### src/rtl/lrip_pkg.sv
// Shared constants, types and command record for the range image packetizer.
package lrip_pkg;

    localparam int LASERS_PER_BLOCK  = 32;
    localparam int BLOCKS_PER_PACKET = 12;

    localparam int FIFO_DEPTH = 4;
    localparam int FIFO_AW    = $clog2(FIFO_DEPTH);

    localparam logic [15:0] MARK_LOWER = 16'heeff;
    localparam logic [15:0] MARK_UPPER = 16'hddff;
    localparam logic [7:0]  TAIL_BYTE  = 8'd30;
    localparam logic [15:0] RANGE_MAX  = 16'hffff;

    // byte positions within one item's output sequence
    localparam logic [3:0] STEP_MARK_LO  = 4'd0;
    localparam logic [3:0] STEP_MARK_HI  = 4'd1;
    localparam logic [3:0] STEP_ROT_LO   = 4'd2;
    localparam logic [3:0] STEP_ROT_HI   = 4'd3;
    localparam logic [3:0] STEP_RANGE_LO = 4'd4;
    localparam logic [3:0] STEP_RANGE_HI = 4'd5;
    localparam logic [3:0] STEP_INTEN    = 4'd6;
    localparam logic [3:0] STEP_TAIL_END = 4'd12;

    localparam logic REG_ROWS_MODE = 1'b0;

    typedef struct packed {
        logic        hdr;
        logic        upper;
        logic        tail;
        logic [15:0] rotation;
        logic [15:0] range;
        logic [7:0]  intensity;
    } t_cmd;

endpackage

### src/rtl/lrip_pix_if.sv
// Pixel input channel.
interface lrip_pix_if;
    logic        valid;
    logic        ready;
    logic [15:0] rotation;
    logic [15:0] distance_cm;
    logic [7:0]  intensity;
    logic        last_of_scan;

    modport source (output valid, rotation, distance_cm, intensity, last_of_scan,
                    input ready);
    modport sink (input valid, rotation, distance_cm, intensity, last_of_scan,
                  output ready);
endinterface

### src/rtl/lrip_byte_if.sv
// Packet byte output channel.
interface lrip_byte_if;
    logic       valid;
    logic       ready;
    logic [7:0] packet_byte;
    logic       last_of_packet;
    logic       last_of_item;

    modport source (output valid, packet_byte, last_of_packet, last_of_item,
                    input ready);
    modport sink (input valid, packet_byte, last_of_packet, last_of_item,
                  output ready);
endinterface

### src/rtl/lidar_range_image_packetizer.sv
// Range image packetizer top level: APB config, front end, command queue, serializer.
// Pixels arrive in column order, laser index fastest, and leave as a lidar packet byte
// stream, one byte per cycle from the serializer's output register while o_byte.ready
// holds. A pixel is accepted every cycle while the four-entry command queue has room;
// its output is 3 bytes, 7 when it opens a block (marker and rotation), and 6 more when
// it closes a packet (six tail bytes, the last flagged last_of_packet). The byte
// serializer sets the sustained rate. rows_mode (address 0, reset 1) selects 64 lasers
// per column; write it only while idle.
module lidar_range_image_packetizer import lrip_pkg::*; (
    input  logic        i_clk,
    input  logic        i_rst_n,
    input  logic        psel,
    input  logic        penable,
    input  logic        pwrite,
    input  logic [2:0]  paddr,
    input  logic [31:0] pwdata,
    output logic [31:0] prdata,
    output logic        pready,
    lrip_pix_if.sink    i_pix,
    lrip_byte_if.source o_byte
);

    logic r_rows_mode;
    logic push;
    logic pop;
    logic full;
    logic empty;
    t_cmd push_cmd;
    t_cmd head_cmd;

    assign pready = 1'b1;
    assign prdata = (paddr[2] == REG_ROWS_MODE) ? {31'd0, r_rows_mode} : 32'd0;

    always_ff @(posedge i_clk) begin
        if (!i_rst_n) begin
            r_rows_mode <= 1'b1;
        end else if (psel && penable && pwrite && (paddr[2] == REG_ROWS_MODE)) begin
            r_rows_mode <= pwdata[0];
        end
    end

    lrip_front u_front (
        .i_clk       (i_clk),
        .i_rst_n     (i_rst_n),
        .i_rows_mode (r_rows_mode),
        .i_pix       (i_pix),
        .i_full      (full),
        .o_push      (push),
        .o_cmd       (push_cmd)
    );

    lrip_fifo u_fifo (
        .i_clk   (i_clk),
        .i_rst_n (i_rst_n),
        .i_push  (push),
        .i_data  (push_cmd),
        .o_full  (full),
        .i_pop   (pop),
        .o_empty (empty),
        .o_data  (head_cmd)
    );

    lrip_back u_back (
        .i_clk   (i_clk),
        .i_rst_n (i_rst_n),
        .i_empty (empty),
        .i_cmd   (head_cmd),
        .o_pop   (pop),
        .o_byte  (o_byte)
    );

endmodule

### src/rtl/lrip_front.sv
// Front end: accepts pixels, tracks laser/block position, builds byte commands.
module lrip_front import lrip_pkg::*; (
    input  logic       i_clk,
    input  logic       i_rst_n,
    input  logic       i_rows_mode,
    lrip_pix_if.sink   i_pix,
    input  logic       i_full,
    output logic       o_push,
    output t_cmd       o_cmd
);

    logic [5:0]  r_laser, n_laser;
    logic [3:0]  r_block, n_block;
    logic [6:0]  col_len;
    logic [5:0]  li;
    logic [5:0]  pos;
    logic        upper;
    logic        blk_end;
    logic [3:0]  nb;
    logic        tail;
    logic [6:0]  li_inc;
    logic [18:0] range_full;
    logic [15:0] range_sat;

    assign i_pix.ready = !i_full;
    assign o_push      = i_pix.valid && !i_full;

    assign col_len = i_rows_mode ? 7'(2 * LASERS_PER_BLOCK) : 7'(LASERS_PER_BLOCK);
    // a mode change can leave the index past the column end
    assign li      = ({1'b0, r_laser} >= col_len) ? 6'd0 : r_laser;
    assign upper   = {1'b0, li} >= 7'(LASERS_PER_BLOCK);
    assign pos     = upper ? (li - 6'(LASERS_PER_BLOCK)) : li;
    assign blk_end = pos == 6'(LASERS_PER_BLOCK - 1);
    assign nb      = r_block + 4'd1;
    assign tail    = blk_end && (nb >= 4'(BLOCKS_PER_PACKET));
    assign li_inc  = {1'b0, li} + 7'd1;

    // 5*d + 2 in 2 mm units
    assign range_full = {1'b0, i_pix.distance_cm, 2'b00} + {3'b000, i_pix.distance_cm} + 19'd2;
    assign range_sat  = (range_full[18:16] != 3'd0) ? RANGE_MAX : range_full[15:0];

    always_comb begin
        o_cmd.hdr       = pos == 6'd0;
        o_cmd.upper     = upper;
        o_cmd.tail      = tail;
        o_cmd.rotation  = i_pix.rotation;
        o_cmd.range     = range_sat;
        o_cmd.intensity = i_pix.intensity;

        n_laser = (li_inc >= col_len) ? 6'd0 : li_inc[5:0];
        n_block = r_block;
        if (blk_end) begin
            n_block = tail ? 4'd0 : nb;
        end
        if (i_pix.last_of_scan) begin
            n_laser = 6'd0;
            n_block = 4'd0;
        end
    end

    always_ff @(posedge i_clk) begin
        if (!i_rst_n) begin
            r_laser <= 6'd0;
            r_block <= 4'd0;
        end else if (o_push) begin
            r_laser <= n_laser;
            r_block <= n_block;
        end
    end

endmodule

### src/rtl/lrip_fifo.sv
// Short command queue between front end and byte serializer.
module lrip_fifo import lrip_pkg::*; (
    input  logic i_clk,
    input  logic i_rst_n,
    input  logic i_push,
    input  t_cmd i_data,
    output logic o_full,
    input  logic i_pop,
    output logic o_empty,
    output t_cmd o_data
);

    t_cmd               r_mem [FIFO_DEPTH];
    logic [FIFO_AW-1:0] r_wr_ptr;
    logic [FIFO_AW-1:0] r_rd_ptr;
    logic [FIFO_AW:0]   r_count;

    assign o_full  = r_count == (FIFO_AW + 1)'(FIFO_DEPTH);
    assign o_empty = r_count == '0;
    assign o_data  = r_mem[r_rd_ptr];

    always_ff @(posedge i_clk) begin
        if (i_push) begin
            r_mem[r_wr_ptr] <= i_data;
        end
    end

    always_ff @(posedge i_clk) begin
        if (!i_rst_n) begin
            r_wr_ptr <= '0;
            r_rd_ptr <= '0;
            r_count  <= '0;
        end else begin
            if (i_push) begin
                r_wr_ptr <= r_wr_ptr + 1'b1;
            end
            if (i_pop) begin
                r_rd_ptr <= r_rd_ptr + 1'b1;
            end
            if (i_push && !i_pop) begin
                r_count <= r_count + 1'b1;
            end else if (!i_push && i_pop) begin
                r_count <= r_count - 1'b1;
            end
        end
    end

endmodule

### src/rtl/lrip_back.sv
// Back end: serializes each command into packet bytes through an output register.
module lrip_back import lrip_pkg::*; (
    input  logic         i_clk,
    input  logic         i_rst_n,
    input  logic         i_empty,
    input  t_cmd         i_cmd,
    output logic         o_pop,
    lrip_byte_if.source  o_byte
);

    t_cmd       r_cmd;
    logic       r_busy;
    logic [3:0] r_step;
    logic       r_out_valid;
    logic [7:0] r_byte;
    logic       r_lpkt;
    logic       r_litem;

    logic        take;
    logic        advance;
    logic        fin;
    logic [15:0] mark;
    logic [7:0]  cur_byte;

    assign take    = !r_out_valid || o_byte.ready;
    assign advance = r_busy && take;
    assign fin     = r_cmd.tail ? (r_step == STEP_TAIL_END) : (r_step == STEP_INTEN);
    assign o_pop   = !i_empty && (!r_busy || (advance && fin));
    assign mark    = r_cmd.upper ? MARK_UPPER : MARK_LOWER;

    always_comb begin
        case (r_step)
            STEP_MARK_LO:  cur_byte = mark[7:0];
            STEP_MARK_HI:  cur_byte = mark[15:8];
            STEP_ROT_LO:   cur_byte = r_cmd.rotation[7:0];
            STEP_ROT_HI:   cur_byte = r_cmd.rotation[15:8];
            STEP_RANGE_LO: cur_byte = r_cmd.range[7:0];
            STEP_RANGE_HI: cur_byte = r_cmd.range[15:8];
            STEP_INTEN:    cur_byte = r_cmd.intensity;
            default:       cur_byte = TAIL_BYTE;
        endcase
    end

    assign o_byte.valid          = r_out_valid;
    assign o_byte.packet_byte    = r_byte;
    assign o_byte.last_of_packet = r_lpkt;
    assign o_byte.last_of_item   = r_litem;

    always_ff @(posedge i_clk) begin
        if (!i_rst_n) begin
            r_busy      <= 1'b0;
            r_step      <= STEP_MARK_LO;
            r_out_valid <= 1'b0;
        end else begin
            if (advance) begin
                r_out_valid <= 1'b1;
            end else if (take) begin
                r_out_valid <= 1'b0;
            end
            if (o_pop) begin
                r_busy <= 1'b1;
                r_step <= i_cmd.hdr ? STEP_MARK_LO : STEP_RANGE_LO;
            end else if (advance) begin
                if (fin) begin
                    r_busy <= 1'b0;
                end else begin
                    r_step <= r_step + 4'd1;
                end
            end
        end
    end

    always_ff @(posedge i_clk) begin
        if (o_pop) begin
            r_cmd <= i_cmd;
        end
        if (advance) begin
            r_byte  <= cur_byte;
            r_lpkt  <= r_step == STEP_TAIL_END;
            r_litem <= fin;
        end
    end

endmodule
### src/flat_wrapper.sv
// flat-port wrapper written by rule: the top's interface ports become plain ports
module lidar_range_image_packetizer_flat import lrip_pkg::*;
  (i_clk, i_rst_n, psel, penable, pwrite, paddr, pwdata, prdata, pready, i_pix_valid, i_pix_rotation, i_pix_distance_cm, i_pix_intensity, i_pix_last_of_scan, i_pix_ready, o_byte_valid, o_byte_packet_byte, o_byte_last_of_packet, o_byte_last_of_item, o_byte_ready);
  lrip_pix_if i_pix_i ();
  lrip_byte_if o_byte_i ();
  input  logic i_clk;
  input  logic i_rst_n;
  input  logic psel;
  input  logic penable;
  input  logic pwrite;
  input  logic [2:0] paddr;
  input  logic [31:0] pwdata;
  output logic [31:0] prdata;
  output logic pready;
  input wire logic [$bits(i_pix_i.valid)-1:0] i_pix_valid;
  input wire logic [$bits(i_pix_i.rotation)-1:0] i_pix_rotation;
  input wire logic [$bits(i_pix_i.distance_cm)-1:0] i_pix_distance_cm;
  input wire logic [$bits(i_pix_i.intensity)-1:0] i_pix_intensity;
  input wire logic [$bits(i_pix_i.last_of_scan)-1:0] i_pix_last_of_scan;
  output wire logic [$bits(i_pix_i.ready)-1:0] i_pix_ready;
  output wire logic [$bits(o_byte_i.valid)-1:0] o_byte_valid;
  output wire logic [$bits(o_byte_i.packet_byte)-1:0] o_byte_packet_byte;
  output wire logic [$bits(o_byte_i.last_of_packet)-1:0] o_byte_last_of_packet;
  output wire logic [$bits(o_byte_i.last_of_item)-1:0] o_byte_last_of_item;
  input wire logic [$bits(o_byte_i.ready)-1:0] o_byte_ready;
  assign i_pix_i.valid = i_pix_valid;
  assign i_pix_i.rotation = i_pix_rotation;
  assign i_pix_i.distance_cm = i_pix_distance_cm;
  assign i_pix_i.intensity = i_pix_intensity;
  assign i_pix_i.last_of_scan = i_pix_last_of_scan;
  assign i_pix_ready = i_pix_i.ready;
  assign o_byte_valid = o_byte_i.valid;
  assign o_byte_packet_byte = o_byte_i.packet_byte;
  assign o_byte_last_of_packet = o_byte_i.last_of_packet;
  assign o_byte_last_of_item = o_byte_i.last_of_item;
  assign o_byte_i.ready = o_byte_ready;
  lidar_range_image_packetizer u_core (.i_clk(i_clk), .i_rst_n(i_rst_n), .psel(psel), .penable(penable), .pwrite(pwrite), .paddr(paddr), .pwdata(pwdata), .prdata(prdata), .pready(pready), .i_pix(i_pix_i), .o_byte(o_byte_i));
endmodule
### config.mk
export PLATFORM = sky130hd
export DESIGN_NAME = lidar_range_image_packetizer_flat
export DESIGN_NICKNAME = d
export VERILOG_FILES = /design/src/rtl/lrip_pkg.sv /design/src/rtl/lrip_pix_if.sv /design/src/rtl/lrip_byte_if.sv /design/src/rtl/lidar_range_image_packetizer.sv /design/src/rtl/lrip_front.sv /design/src/rtl/lrip_fifo.sv /design/src/rtl/lrip_back.sv /design/src/flat_wrapper.sv
export SDC_FILE = /design/constraint.sdc
export NUM_CORES = 1
export LEC_CHECK = 0
export ABC_AREA = 1
export BUFFER_PORTS_ARGS = -buffer_cell sky130_fd_sc_hd__buf_2
export CAP_MARGIN = 25
export CORE_MARGIN = 2
export CORE_UTILIZATION = 53
export CTS_CLUSTER_SIZE = 14
export DETAILED_ROUTE_END_ITERATION = 12
export PLACE_DENSITY = 0.88
export SETUP_SLACK_MARGIN = 0.02
export SLEW_MARGIN = 10
export SYNTH_ARGS = -nofsm -noshare
export SYNTH_HDL_FRONTEND = slang
export SYNTH_SLANG_ARGS = --single-unit
### constraint.sdc
create_clock -name i_clk -period 3.2 [get_ports i_clk]
set_input_delay 0.64 -clock i_clk [delete_from_list [all_inputs] [get_ports i_clk]]
set_output_delay 0.64 -clock i_clk [all_outputs]
set_load 0.005 [all_outputs]
# --- Word-level counts from Yosys, hierarchy flattened ---
# Memories as Yosys holds them, arrays and structs flattened. A register that Yosys moved wholly into a read port is not among the register bits.
# Index checks and enable logic that the tools add are counted.
# W data, S select, Z words.
totals:
  regBits: 76
  mem_bits_rw: 172
  in_bits: 83
  out_inout_bits: 45
  word_cells: 101
  memories: 1
classes:
  addsub: 10
  order_cmp: 4
  eq_ne: 10
  mux: 28
  bitwise: 1
  n_reduce_logical: 30
memory_table:
  columns: ["memory", "depth", "word_bits", "rd", "rd_clocked_by_memory_dff", "wr", "line", "text"]
  rows:
  - ["u_core.u_fifo.r_mem", 4, 43, 1, 1, 1, "lrip_fifo.sv:13", "t_cmd r_mem [FIFO_DEPTH];"]
ops:
  columns: ["cell", "count"]
  rows:
  - ["$pmux W8 S7", 1]
  - ["$mux W4", 6]
  - ["$mux W6", 4]
  - ["$add A18 B16 Y19", 1]
  - ["$add A19 B2 Y19 const B", 1]
  - ["$mux W16", 1]
  - ["$mux W14", 1]
  - ["$eq A4 B3 Y1 const B", 3]
  - ["$logic_and A1 B1 Y1", 10]
  - ["$reduce_bool A2 Y1", 5]
  - ["$mux W1", 9]
  - ["$mux W3", 3]
  - ["$add A4 B1 Y4 const B", 2]
  - ["$eq A4 B2 Y1 const B", 2]
  - ["$add A6 B1 Y7 const B", 1]
  - ["$ge A6 B7 Y1", 1]
  - ["$ge A7 B7 Y1", 1]
  - ["$mux W7", 1]
  - ["$eq A6 B5 Y1 const B", 1]
  - ["$ge A6 B6 Y1 const B", 1]
  - ["$logic_not A1 Y1", 6]
  - ["$logic_not A6 Y1", 1]
  - ["$reduce_and A2 Y1", 3]
  - ["$sub A6 B6 Y6 const B", 1]
  - ["other kinds (14)", 17]

# --- Longest topological paths before layout ---
# Gate-level depths: netlist of run 1.
logic_depth:
  word_depth: 10
  mapped_depth: 18
  depth_no_buf: 18

# --- Hierarchy ---
# Synthesis of run 1 repeated with hierarchy kept, for this count alone.
hier_totals:
  cells_unflattened: 1076
  area_unflattened_um2: 11591.1
by_module_without_submodules:
  columns: ["mod", "n_inst", "cells_per_inst", "area_per_inst_um2", "seq_area_each_um2"]
  rows:
  - ["lrip_fifo", 1, 473, 6797.8, 5345.1]
  - ["lrip_back", 1, 195, 2323.5, 1681.6]
  - ["lrip_front", 1, 363, 2159.6, 200.2]
  - ["lidar_range_image_packetizer", 1, 45, 310.3, 20.0]

# --- Worst setup path after synthesis of run 1 ---
# No wires, ideal clock.
synth_path:
  path_type: "in2reg"
  startpoint: "in i_pix_valid"
  endpoint: "mem u_core.u_fifo.r_mem[0][0] in the netlist's numbering, enable pin"
  setup_time_ns: 0.444
  arrival_ns: 2.810
  required_ns: 2.756
  path_slack_ns: -0.053
  path_stages: 3
  n_path_buf: 1
  cell_sequence: "nand2_1 -> clkbuf_1 -> nor2_1"
synth_between:
  elab_chain_cells: 3
synth_rtl:
  columns: ["element", "line", "text"]
  rows:
  - ["from (decl)", "flat_wrapper.sv:15", "input wire logic [$bits(i_pix_i.valid)-1:0] i_pix_valid;"]
  - ["$logic_and A1 B1 Y1", "lrip_front.sv:26", "assign o_push = i_pix.valid && !i_full;"]
  - ["$mux W1", "lrip_fifo.sv:23", "if (i_push) begin"]
  - ["$mux W1 (implied by the code)", "lrip_fifo.sv:24", "r_mem[r_wr_ptr] <= i_data;"]
  - ["to (decl)", "lrip_fifo.sv:13", null]
# No other way between the ends.

# --- Worst setup path in the final report of run 1 ---
layout_path:
  startpoint: "reg u_core.r_rows_mode"
  endpoint: "reg u_core.u_front.r_laser[5]"
layout_between:
  elab_chain_cells: 7
layout_rtl:
  columns: ["element", "line", "text"]
  rows:
  - ["from (decl)", "lidar_range_image_packetizer.sv:23", "logic r_rows_mode;"]
  - ["from (signal assigned)", "lidar_range_image_packetizer.sv:38", "r_rows_mode <= pwdata[0];"]
  - ["$mux W7 *", "lrip_front.sv:28", "assign col_len = i_rows_mode ? 7'(2 * LASERS_PER_BLOCK) : 7'(LASERS_PER_BLOCK);"]
  - ["$ge A6 B7 Y1", "lrip_front.sv:30", "assign li = ({1'b0, r_laser} >= col_len) ? 6'd0 : r_laser;"]
  - ["$mux W6", "lrip_front.sv:30", null]
  - ["$add A6 B1 Y7", "lrip_front.sv:36", "assign li_inc = {1'b0, li} + 7'd1;"]
  - ["$ge A7 B7 Y1", "lrip_front.sv:50", "n_laser = (li_inc >= col_len) ? 6'd0 : li_inc[5:0];"]
  - ["$mux W6 *", "lrip_front.sv:50", null]
  - ["$mux W6 *", "lrip_front.sv:55", "if (i_pix.last_of_scan) begin"]
  - ["to (signal assigned)", "lrip_front.sv:66", "r_laser <= n_laser;"]
  - ["to (decl)", "lrip_front.sv:12", "logic [5:0] r_laser, n_laser;"]
# Every way passes the cells marked *; elsewhere a longest branch is shown, timed or not.
# A chain may end at the register's enable or synchronous reset.

==> results by group, run 1 <==
Setup path
  – CP Buf/Inv Count: 3
  – Req. time, crit path: 3650 ps
  – Crit path kind: reg -> reg
  – Reg-to-reg slack, setup: 220 ps
  – Critical path launch point type: flop
  – CP peak stage delay: 360 ps
  – Crit path capture: u_core.u_front.r_laser[5]
  – R2R depth: 17
  – Cell family with most CP delay: simple AND/OR/NAND/NOR gates
  – CP endpoint kind: flop
  – Crit path max fanout: 6
  – Critical-path cell list: inv_1 > ha_1 > inv_1 > nand2_1 > nor2_1 > nor2_2 > inv_1 > nor2_1 > ha_1 > nand3_1 > nor4_1 > ha_1 > nand3_1 > nor2_1 > a21oi_2 > nand2_1 > a21oi_1
  – Master of the slowest instance on the critical path: dfxtp_1
  – CP Launch Point: u_core.r_rows_mode
  – CP arrival: 3420 ps
  – CP Depth: 17
  – Reg2reg end: u_core.u_front.r_laser[5]
  – Reg2reg start: u_core.r_rows_mode

Placement
  – Placed cells: 1,285
  – Number of port buffers: 62
  – Routability Congestion: 0.915
  – Post-DP HPWL: 14,600 um

Clock tree
  – Clk buf depth: 3
  – Post-CTS Hold Buffers: 0
  – TritonCTS clock tree: done
  – Resize count post-CTS: 0
  – Root buffer cell: clkbuf_16
  – Post-CTS Repair Setup Buffers: 0
  – Clk sinks: 250
  – Num CTS Buffers: 24
  – Clk_lat worst skew: 520 ps
  – Clock transition at the registers of the reported paths: 70 ps
  – H-tree depth: 1

Synth
  – Yosys warning count: 0
  – Top-count cell post-synth: edfxtp_1
  – Mapped Area: 0.0111 mm^2
  – Distinct cells, synth: 47
  – Register bit total from synthesis: 250
  – Ys async rst share: 0%
  – Number of synthesized flops with an enable pin: 224
  – Mapped Cells: 972
  – Ranking of synthesized cells by area: edfxtp_1 (60%), dfxtp_1 (4.7%), nor2_1 (4.7%)
  – Post-synthesis sequential area ratio: 65.1%
  – Synth top area share: 60.4%
  – Mapped Avg Cell Area: 11.5 um^2
  – Top cell type by total area after synthesis: edfxtp_1
  – Synth cell count leaders: edfxtp_1 (224), nor2_1 (138), o21ai_0 (103), nand2_1 (94), inv_1 (76)
  – Post-synth top flop: edfxtp_1

STA
  – Achievable Freq: 336 MHz
  – # setup viols final: 0
  – Fin crit share: 93.0%
  – RSZ-0062 raised after global routing: false
  – Max Slew Vio Count: 0
  – Least-Margin Pin Slew: 839 ps
  – Final clock skew: 18.0 ps
  – Total negative slack: 0 ps
  – Final hold violation count: 0
  – Post-layout min period: 2980 ps
  – Slew margin rel.: 44.1%

Route
  – Vias per cell: 5.66
  – Detail Route Antenna Nets: 0
  – Vias: 7,519
  – DR pass1 iterations: 5
  – Final WL: 23,400 um
  – DR WL/cell: 17.6 um
  – # DRC: 0
  – Initial DRC count: 775

Cells and area
  – Final Net Count: 1,152
  – Area growth syn-to-layout: 11.8%
  – Share of cells above drive strength 1: 14.6%
  – Final Instance Count excl. Fillers: 1,328
  – Diodes inserted: 0

Global route
  – Congestion Overflow GR: 0
  – Initial antenna violation count: 1
  – Vias in the first global route: 7,430
  – Total Routing Usage GR: 20.9%
  – First-pass GRT wire length: 37,000 um
  – Largest net degree at the start of global routing: 87

Min path
  – HP Class: in -> reg

Pwr
  – Peak supply drop: 0.429 mV
  – PD cells: 803 mW/mm^2
  – Overall power: 9.99 mW
  – Leak Pwr: 4.56 nW

Floorplan
  – Die Wd: 149 um
  – Core Area: 0.0208 mm^2
  – I/O Pins: 128
  – Die area: 0.0222 mm^2
  – Initial Util: 53.4%
  – Die H: 149 um
  – Cell Rows: 53

Status
  – Status: complete, no violations

Job
  – Max_cap viols: 0
stage by stage:
stage | instance area (um^2) | setup WS (ps) | util, % | hold slack, ps
global placement | 11700 | 319 | 56.1 | 450
finish | 12400 | 224 | 59.8 | 346
detailed placement | 11700 | 203 | 56.1 | 477
global route | 12400 | 25.8 | 59.8 | 339
CTS | 12400 | 126 | 59.8 | 335
floorplan | 11200 | -53.3 | - | 433
layout by cell type, fill, tap and decap left out, types with 3 or more instances in the layout:
master     Yosys  layout
nand4_1        8       8
clkinv_2       0       5
buf_2          2      62
nor2_4         2       6
xnor2_1       10      10
clkbuf_16      0      25
buf_12         1       4
nand2_4        3       3
inv_2          3       4
nand3_2       13      13
a21oi_2        3       3
dfxtp_1       26      25
inv_1         76      75
nand2_1       94      94
edfxtp_1     224     224
nand2_2        5       5
ha_1          31      31
xor2_1         5       5
a21o_1         3       3
o21ai_1        3       3
buf_4         33       9
clkbuf_1      29       5
nand3_1       46      46
nor2_2         2       3
a21oi_1       34      34
o22ai_1       43      43
nor2_1       138     133
o21ai_0      103     103
conb_1         2      32
clkinv_1       1       4
a221oi_1       6       6
o21ai_2        3       3
cell type report:
| cell class | count | area, um^2 |
|---|---|---|
| Tap cell | 275 | 344 |
| Timing Repair Buffer | 75 | 458 |
| Sequential cell | 250 | 7250 |
| Clock inverter | 12 | 111 |
| Inverter | 80 | 300 |
| Fill cell | 1567 | 8380 |
| Clock buffer | 31 | 658 |
| Multi-Input combinational cell | 605 | 3330 |
layer usage:
metal	track usage, %	vias to the layer above	share of wire (%)
met2	37.6	374	50
met4	7.52	0	3.1
met5	0	-	0
met3	3.15	66	7.8
met1	25.8	3577	39
li1	-	3502	-
sequential cells by signal, summed over array words and instances, names as in the netlist, named ones only:
| register | flops |
|---|---|
| u_core.r_rows_mode | 1 |
| u_core.u_back.o_byte.last_of_item | 1 |
| u_core.u_back.o_byte.last_of_packet | 1 |
| u_core.u_back.o_byte.packet_byte | 8 |
| u_core.u_back.o_byte.valid | 1 |
| u_core.u_back.r_busy | 1 |
| u_core.u_back.r_cmd | 42 |
| u_core.u_back.r_step | 4 |
| u_core.u_fifo.r_count | 3 |
| u_core.u_fifo.r_mem | 172 |
| u_core.u_fifo.r_rd_ptr | 2 |
| u_core.u_fifo.r_wr_ptr | 2 |
| u_core.u_front.r_block | 4 |
| u_core.u_front.r_laser | 6 |
kinds of logic after synthesis:
kind of cell	after synthesis	share of synthesized area, %
compound gates	208	10.6
xor+xnor	15	1.18
fa+ha+maj	33	3.84
buf+inv	147	6.31
flops	250	65.1
other cells	2	0.0675
simple gates	317	12.9
worst min-delay path by stage:
| stage | start | endpoint | slack [ps] | cells after the start |
|---|---|---|---|---|
| after floorplan | u_core.u_fifo.r_rd_ptr[1] | flop | 430 | 2 |
| after global placement | u_core.u_fifo.r_rd_ptr[1] | u_core.u_fifo.r_rd_ptr[1] | 450 | 2 |
| final | pwdata[0] | u_core.r_rows_mode | 350 | 3 |
| after global routing | i_pix_rotation[1] | u_core.u_fifo.r_mem[3][25] | 340 | 1 |
| after detailed placement | u_core.u_fifo.r_rd_ptr[1] | u_core.u_fifo.r_rd_ptr[1] | 480 | 2 |
| after CTS | i_pix_intensity[2] | u_core.u_fifo.r_mem[0][2] | 330 | 1 |
worst min-delay path: cells and delay by family:
kind | cells | cell delay [ps]
buffers and inverters | 1 | 80
AOI/OAI and AO/OA | 1 | 70
and+or+nand+nor | 1 | 40
where the power goes:
group / switching (mW) / leakage [nW] / internal [mW]
Combinational: 1.84 / 1.96 / 0.716
Sequential: 0.254 / 2.23 / 4.44
Clock: 1.14 / 0.374 / 1.61
Total: 3.23 / 4.56 / 6.76
(Power assumes the default switching activity.)
==> run 2, diff against run 1 <==
Settings changed: ABC_AREA 1 to not set, ABC_CLOCK_PERIOD_IN_PS set to 3200.
==> results by group, run 2 <==
Floorplan
  – Cell Rows: 52 (-1.9%)
  – Die H: 147 um (-1.2%)
  – Die Wd: 147 um (-1.2%)
  – Initial Util: 53.8% (+0.33 points)
  – I/O Pins: 128 (unchanged)
  – Core Area: 0.0202 mm^2 (-3.1%)
  – Die area: 0.0216 mm^2 (-2.5%)

Synth
  – Top-count cell post-synth: edfxtp_1
  – Post-synth top flop: edfxtp_1
  – Mapped Area: 0.0108 mm^2 (-2.5%)
  – Ys async rst share: 0% (unchanged)
  – Distinct cells, synth: 67 (+43%)
  – Ranking of synthesized cells by area: edfxtp_1 (62%), mux4_2 (8.9%), dfxtp_1 (4.8%)
  – Post-synthesis sequential area ratio: 66.8% (+1.7 points)
  – Synth cell count leaders: edfxtp_1 (224), mux4_2 (43), nand2_1 (38), buf_4 (33), ha_1 (31)
  – Yosys warning count: 0 (unchanged)
  – Register bit total from synthesis: 250 (unchanged)
  – Mapped Avg Cell Area: 15.9 um^2 (+39%)
  – Number of synthesized flops with an enable pin: 224 (unchanged)
  – Top cell type by total area after synthesis: edfxtp_1
  – Synth top area share: 62.0% (+1.6 points)
  – Mapped Cells: 682 (-30%)

Placement
  – Number of port buffers: 62 (unchanged)
  – Post-DP Area: 0.0114 mm^2 (-2.0%)
  – Routability Congestion: 0.900 (-1.6%)
  – Post-DP HPWL: 12,900 um (-12%)
  – Placed cells: 1,006 (-22%)
  – Place WS: 137 ps (-65.8 ps)

Setup path
  – Crit path max fanout: 5 (-1)
  – Crit path kind: reg -> reg
  – Critical-path cell list: inv_1 > ha_1 > and3_1 > o211ai_1 > a21o_1 > ha_1 > inv_1 > fa_1 > xor2_1 > or3_1 > a21boi_0
  – Master of the slowest instance on the critical path: dfxtp_1
  – Req. time, crit path: 3640 ps (about the same)
  – CP peak stage delay: 430 ps (+70 ps)
  – CP arrival: 3230 ps (-190 ps)
  – Critical path launch point type: flop
  – CP endpoint kind: flop

Route
  – DR pass1 iterations: 5 (unchanged)
  – Vias: 5,968 (-21%)
  – Detail Route Antenna Nets: 0 (unchanged)
  – Initial DRC count: 543 (-30%)
  – # DRC: 0 (unchanged)
  – Vias per cell: 5.71 (+0.87%)
  – DR WL/cell: 19.6 um (+12%)
  – Final WL: 20,500 um (-12%)

Global route
  – Largest net degree at the start of global routing: 44 (-49%)
  – First-pass GRT wire length: 32,200 um (-13%)
  – Vias in the first global route: 5,979 (-20%)
  – GRT busiest layer: met2
  – Initial antenna violation count: 0 (-1)
  – Congestion Overflow GR: 0 (unchanged)
  – Met1 Usage GRT: 25.2% (-0.63 points)
  – Met2 Use GR: 33.5% (-4.1 points)
  – Met3 usage: 2.45% (-0.70 points)
  – Total Routing Usage GR: 19.2% (-1.7 points)

Clock tree
  – Clock transition at the registers of the reported paths: 60 ps (about the same)
  – Root buffer cell: clkbuf_16
  – Num CTS Buffers: 23 (-4.2%)
  – H-tree depth: 1 (unchanged)
  – Post-CTS Repair Setup Buffers: 0 (unchanged)
  – Clk_lat worst skew: 510 ps (about the same)
  – Clk buf depth: 3 (unchanged)
  – TritonCTS clock tree: done
  – Resize count post-CTS: 0 (unchanged)
  – Post-CTS Hold Buffers: 0 (unchanged)
  – Clk sinks: 250 (unchanged)

Pwr
  – Sw frac: 26.7% (-5.6 points)
  – Power share of the clock group: 28.0% (+0.5 points)
  – Logic pwr share: 20.7% (-4.9 points)
  – P_sw: 2.37 mW (-27%)
  – Peak supply drop: 0.399 mV (-7.0%)
  – Pint: 6.49 mW (-3.9%)
  – PD cells: 732 mW/mm^2 (-8.9%)
  – Overall power: 8.86 mW (-11%)
  – Seq pwr share: 51.3% (+4.4 points)
  – Leak Pwr: 4.14 nW (-9.3%)

STA
  – Post-layout min period: 2790 ps (-187 ps)
  – # setup viols final: 0 (unchanged)
  – Hold_ws: 342 ps (-4.15 ps)
  – Fin worst setup slack: 411 ps (+187 ps)
  – Slew margin rel.: 52.6% (+8.5 points)
  – Achievable Freq: 359 MHz (+6.7%)
  – Total negative slack: 0 ps (unchanged)
  – Fin crit share: 87.1% (-5.9 points)
  – Final hold violation count: 0 (unchanged)
  – Final clock skew: 19.8 ps (+1.84 ps)
  – Least-Margin Pin Slew: 711 ps (-128 ps)
  – RSZ-0062 raised after global routing: false
  – Max Slew Vio Count: 0 (unchanged)

Status
  – Status: complete, no violations

Job
  – Max_cap viols: 0 (unchanged)

Cells and area
  – Post-route cell area: 0.0121 mm^2 (-2.7%)
  – Reg with most FFs: u_core.u_fifo.r_mem
  – Core Util, Final: 60.1% (+0.29 points)
  – Commonest non-fill, non-tap cell in the layout: edfxtp_1
  – Largest register FFs: 172 (unchanged)
  – Diodes inserted: 0 (unchanged)
  – Final Instance Count excl. Fillers: 1,045 (-21%)
  – Final Net Count: 877 (-24%)
  – Share of cells above drive strength 1: 22.5% (+7.8 points)
  – Commonest non-fill, non-tap cells in the layout: edfxtp_1 (224), buf_2 (62), mux4_2 (43)
  – Area growth syn-to-layout: 11.7%

Min path
  – HP Class: in -> reg
run 2: path summary, 6_finish.rpt:
path,from,endpoint,slack (ps),cells past startpoint
max,u_core.u_back.r_step[0],u_core.u_fifo.r_count[2],410,11
min reg2reg,u_core.u_front.r_block[1],u_core.u_front.r_block[1],490,2
min,i_pix_intensity[5],u_core.u_fifo.r_mem[0][5],340,1
max reg2reg,u_core.u_back.r_step[0],u_core.u_fifo.r_count[2],410,11
run 2: kinds of logic (layout without fill, tap and decap cells):
kind of cell | Yosys count | count (layout) | synth area share [%]
AO/OA/AOI/OAI | 111 | 111 | 7.30
adder cells (fa/ha/maj) | 33 | 33 | 3.95
buffers and inverters | 75 | 138 | 3.78
flip-flops | 250 | 250 | 66.8
XOR/XNOR | 21 | 21 | 1.70
multiplexers | 50 | 50 | 9.64
other | 2 | 32 | 0.0692
AND/OR/NAND/NOR | 140 | 140 | 6.75
run 2: layout make-up:
| cell class | count | area [um^2] |
|---|---|---|
| clock buffer | 29 | 598 |
| clock inverter | 10 | 73.8 |
| fill | 1439 | 8060 |
| inverter | 21 | 78.8 |
| multi-input combinational | 387 | 3310 |
| sequential | 250 | 7250 |
| tap | 270 | 338 |
| timing repair buffer | 78 | 468 |
run 2: power groups by stage:
stage,sequential (mW),clock [mW],combinational (mW)
3_3_place_gp,4.56,0,1.75
2_1_floorplan,4.48,0,1.34
3_5_place_dp,4.60,0,1.82
5_1_grt,4.60,2.65,2.00
4_1_cts,4.55,2.52,1.85
6_report,4.55,2.48,1.84
run 2: layer usage:
layer / vias up / wire, um
met3: 36 / 1100
met4: 0 / 538
li1: 2746 / -
met2: 242 / 10600
met1: 2944 / 8310
met5: - / 0
run 2: worst max-delay path: cells and delay by family, from the launching register on:
| kind | cells | cell delay, ps |
|---|---|---|
| buffers and inverters | 2 | 160 |
| xor gates and xnor gates | 1 | 160 |
| adders and majority gates | 3 | 810 |
| and+or+nand+nor | 2 | 510 |
| AOI/OAI and AO/OA | 3 | 660 |
| DFF | 1 | 430 |
==> run 3, diff against run 2 <==
Settings changed: BUFFER_PORTS_ARGS -buffer_cell sky130_fd_sc_hd__buf_2 to not set, CORE_UTILIZATION 53 to 55, DONT_BUFFER_PORTS set to 1, PLACE_DENSITY 0.88 to 0.85.
==> results by group, run 3 (synthesis results as in run 2) <==
Cells and area
  – Commonest non-fill, non-tap cells in the layout: edfxtp_1 (224), mux4_2 (43), nand2_1 (38)
  – Diodes inserted: 0 (unchanged)
  – Largest register FFs: 172 (unchanged)
  – Commonest non-fill, non-tap cell in the layout: edfxtp_1
  – Register area: 0.00725 mm^2 (unchanged)
  – Reg with most FFs: u_core.u_fifo.r_mem
  – Final Net Count: 815 (-7.1%)
  – Fillers: 1,356 (-5.8%)
  – Share of cells above drive strength 1: 15.5% (-6.9 points)
  – Multi-input gate area: 0.00331 mm^2 (unchanged)
  – Area growth syn-to-layout: 9.33%

Floorplan
  – Die H: 144 um (-1.8%)
  – Cell Rows: 51 (-1.9%)
  – I/O Pins: 128 (unchanged)
  – Initial Util: 55.9% (+2.1 points)
  – Die Wd: 144 um (-1.8%)
  – Core Area: 0.0194 mm^2 (-3.8%)
  – Die area: 0.0209 mm^2 (-3.5%)

STA
  – Final clock skew: 8.36 ps (-11.5 ps)
  – Final hold violation count: 0 (unchanged)
  – Hold_ws: 221 ps (-122 ps)
  – Slew margin rel.: 47.7% (-4.9 points)
  – Least-Margin Pin Slew: 785 ps (+73.6 ps)
  – Fin crit share: 90.0% (+2.9 points)
  – # setup viols final: 0 (unchanged)
  – Total negative slack: 0 ps (unchanged)
  – RSZ-0062 raised after global routing: false
  – Post-layout min period: 2880 ps (+91.5 ps)
  – Max Slew Vio Count: 0 (unchanged)
  – Achievable Freq: 347 MHz (-3.2%)

Placement
  – Post-DP HPWL: 13,600 um (+5.5%)
  – Routability Congestion: 0.845 (-6.2%)
  – Number of port buffers: 0 (-100%)

Setup path
  – Reg-to-reg slack, setup: 320 ps (-90 ps)
  – Req. time, crit path: 3600 ps (-40 ps)
  – Crit path kind: reg -> reg
  – CP arrival: 3280 ps (+50 ps)
  – Crit path max fanout: 8 (+3)
  – R2R depth: 11 (unchanged)
  – CP endpoint kind: flop
  – Critical path launch point type: flop

Global route
  – First-pass GRT wire length: 32,100 um (-0.45%)
  – Vias in the first global route: 5,930 (-0.82%)
  – Largest net degree at the start of global routing: 45 (+2.3%)
  – Total Routing Usage GR: 20.4% (+1.1 points)
  – Initial antenna violation count: 0 (unchanged)
  – Congestion Overflow GR: 0 (unchanged)

Clock tree
  – Num CTS Buffers: 24 (+4.3%)
  – Clock transition at the registers of the reported paths: 60 ps (about the same)
  – Post-CTS Hold Buffers: 0 (unchanged)
  – H-tree depth: 1 (unchanged)
  – Resize count post-CTS: 0 (unchanged)
  – Clk sinks: 250 (unchanged)
  – Clk buf depth: 3 (unchanged)
  – Post-CTS Repair Setup Buffers: 0 (unchanged)
  – Root buffer cell: clkbuf_16
  – Clk_lat worst skew: 510 ps (about the same)
  – TritonCTS clock tree: done

Min path
  – HP Class: in -> reg
  – Hold Path Depth: 0 (-1)

Pwr
  – Peak supply drop: 0.387 mV (-3.0%)
  – Sw frac: 26.5% (-0.21 points)
  – Pint: 6.63 mW (+2.1%)
  – Logic pwr share: 19.3% (-1.4 points)
  – Power share of the clock group: 29.9% (+1.9 points)
  – Leak Pwr: 3.93 nW (-5.0%)
  – Seq pwr share: 50.7% (-0.6 points)
  – P_sw: 2.39 mW (+0.99%)
  – PD cells: 761 mW/mm^2 (+4.0%)

Route
  – DR WL/cell: 21.1 um (+7.3%)
  – Vias per cell: 5.93 (+3.8%)
  – Detail Route Antenna Nets: 0 (unchanged)
  – Final WL: 20,700 um (+0.70%)
  – DR pass1 iterations: 5 (unchanged)
  – # DRC: 0 (unchanged)
  – Vias: 5,816 (-2.5%)
  – Initial DRC count: 512 (-5.7%)

Status
  – Status: complete, no violations

Job
  – Max_cap viols: 0 (unchanged)
==> run 3: worst max-delay path, cell delays in order, from the launching register on <==
cell and delay, ps:
dfxtp_1 330, inv_1 160, ha_1 340, nand2b_1 200, inv_1 70, ha_1 230, and3_1 190, ha_1 290
nand3b_1 160, o31ai_1 470, o21ai_0 160, and2_1 180
==> run 3: path summary, 6_finish.rpt <==
path	start	endpoint
worst max-delay path	u_core.r_rows_mode	u_core.u_front.r_laser[1]
worst min-delay path	i_pix_rotation[3]	u_core.u_fifo.r_mem[1][27]
worst max register to register	u_core.r_rows_mode	u_core.u_front.r_laser[1]
worst min register to register	u_core.u_fifo.r_wr_ptr[1]	u_core.u_fifo.r_wr_ptr[1]
==> run 3: final cells by class <==
class,instances,share of cell area [%]
sequential,250,61.1
timing repair buffer,15,1.16
inverter,21,0.665
clock inverter,13,0.928
clock buffer,30,5.43
multi-input combinational,387,27.9
tap,265,2.80
==> run 3: power by group through the flow <==
stage / Combinational, mW / Clock [mW] / Sequential [mW]
floorplan: 1.34 / 0 / 4.48
global placement: 1.64 / 0 / 4.59
detailed placement: 1.72 / 0 / 4.64
CTS: 1.75 / 2.74 / 4.58
global route: 1.90 / 2.87 / 4.63
finish: 1.75 / 2.70 / 4.57
==> run 3: layer usage <==
| layer | global-route usage (%) | share of wire [%] | up-vias |
|---|---|---|---|
| li1 | - | - | 2628 |
| met1 | 25.4 | 38 | 2908 |
| met2 | 35.9 | 52 | 243 |
| met3 | 3.74 | 6.9 | 37 |
| met4 | 7.05 | 2.3 | 0 |
| met5 | 0 | 0 | - |
==> run 3: metrics by stage <==
| stage | power, mW | worst slack (ps) | instances | area, um^2 | util (%) |
|---|---|---|---|---|---|
| CTS | 9.07 | 341 | 981 | 11900 | 61.1 |
| floorplan | 5.82 | 512 | 712 | 11000 | - |
| global placement | 6.23 | 374 | 938 | 11100 | 57.2 |
| detailed placement | 6.36 | 219 | 938 | 11100 | 57.2 |
| finish | 9.02 | 320 | 981 | 11900 | 61.1 |
| global route | 9.39 | 84.7 | 981 | 11900 | 61.1 |
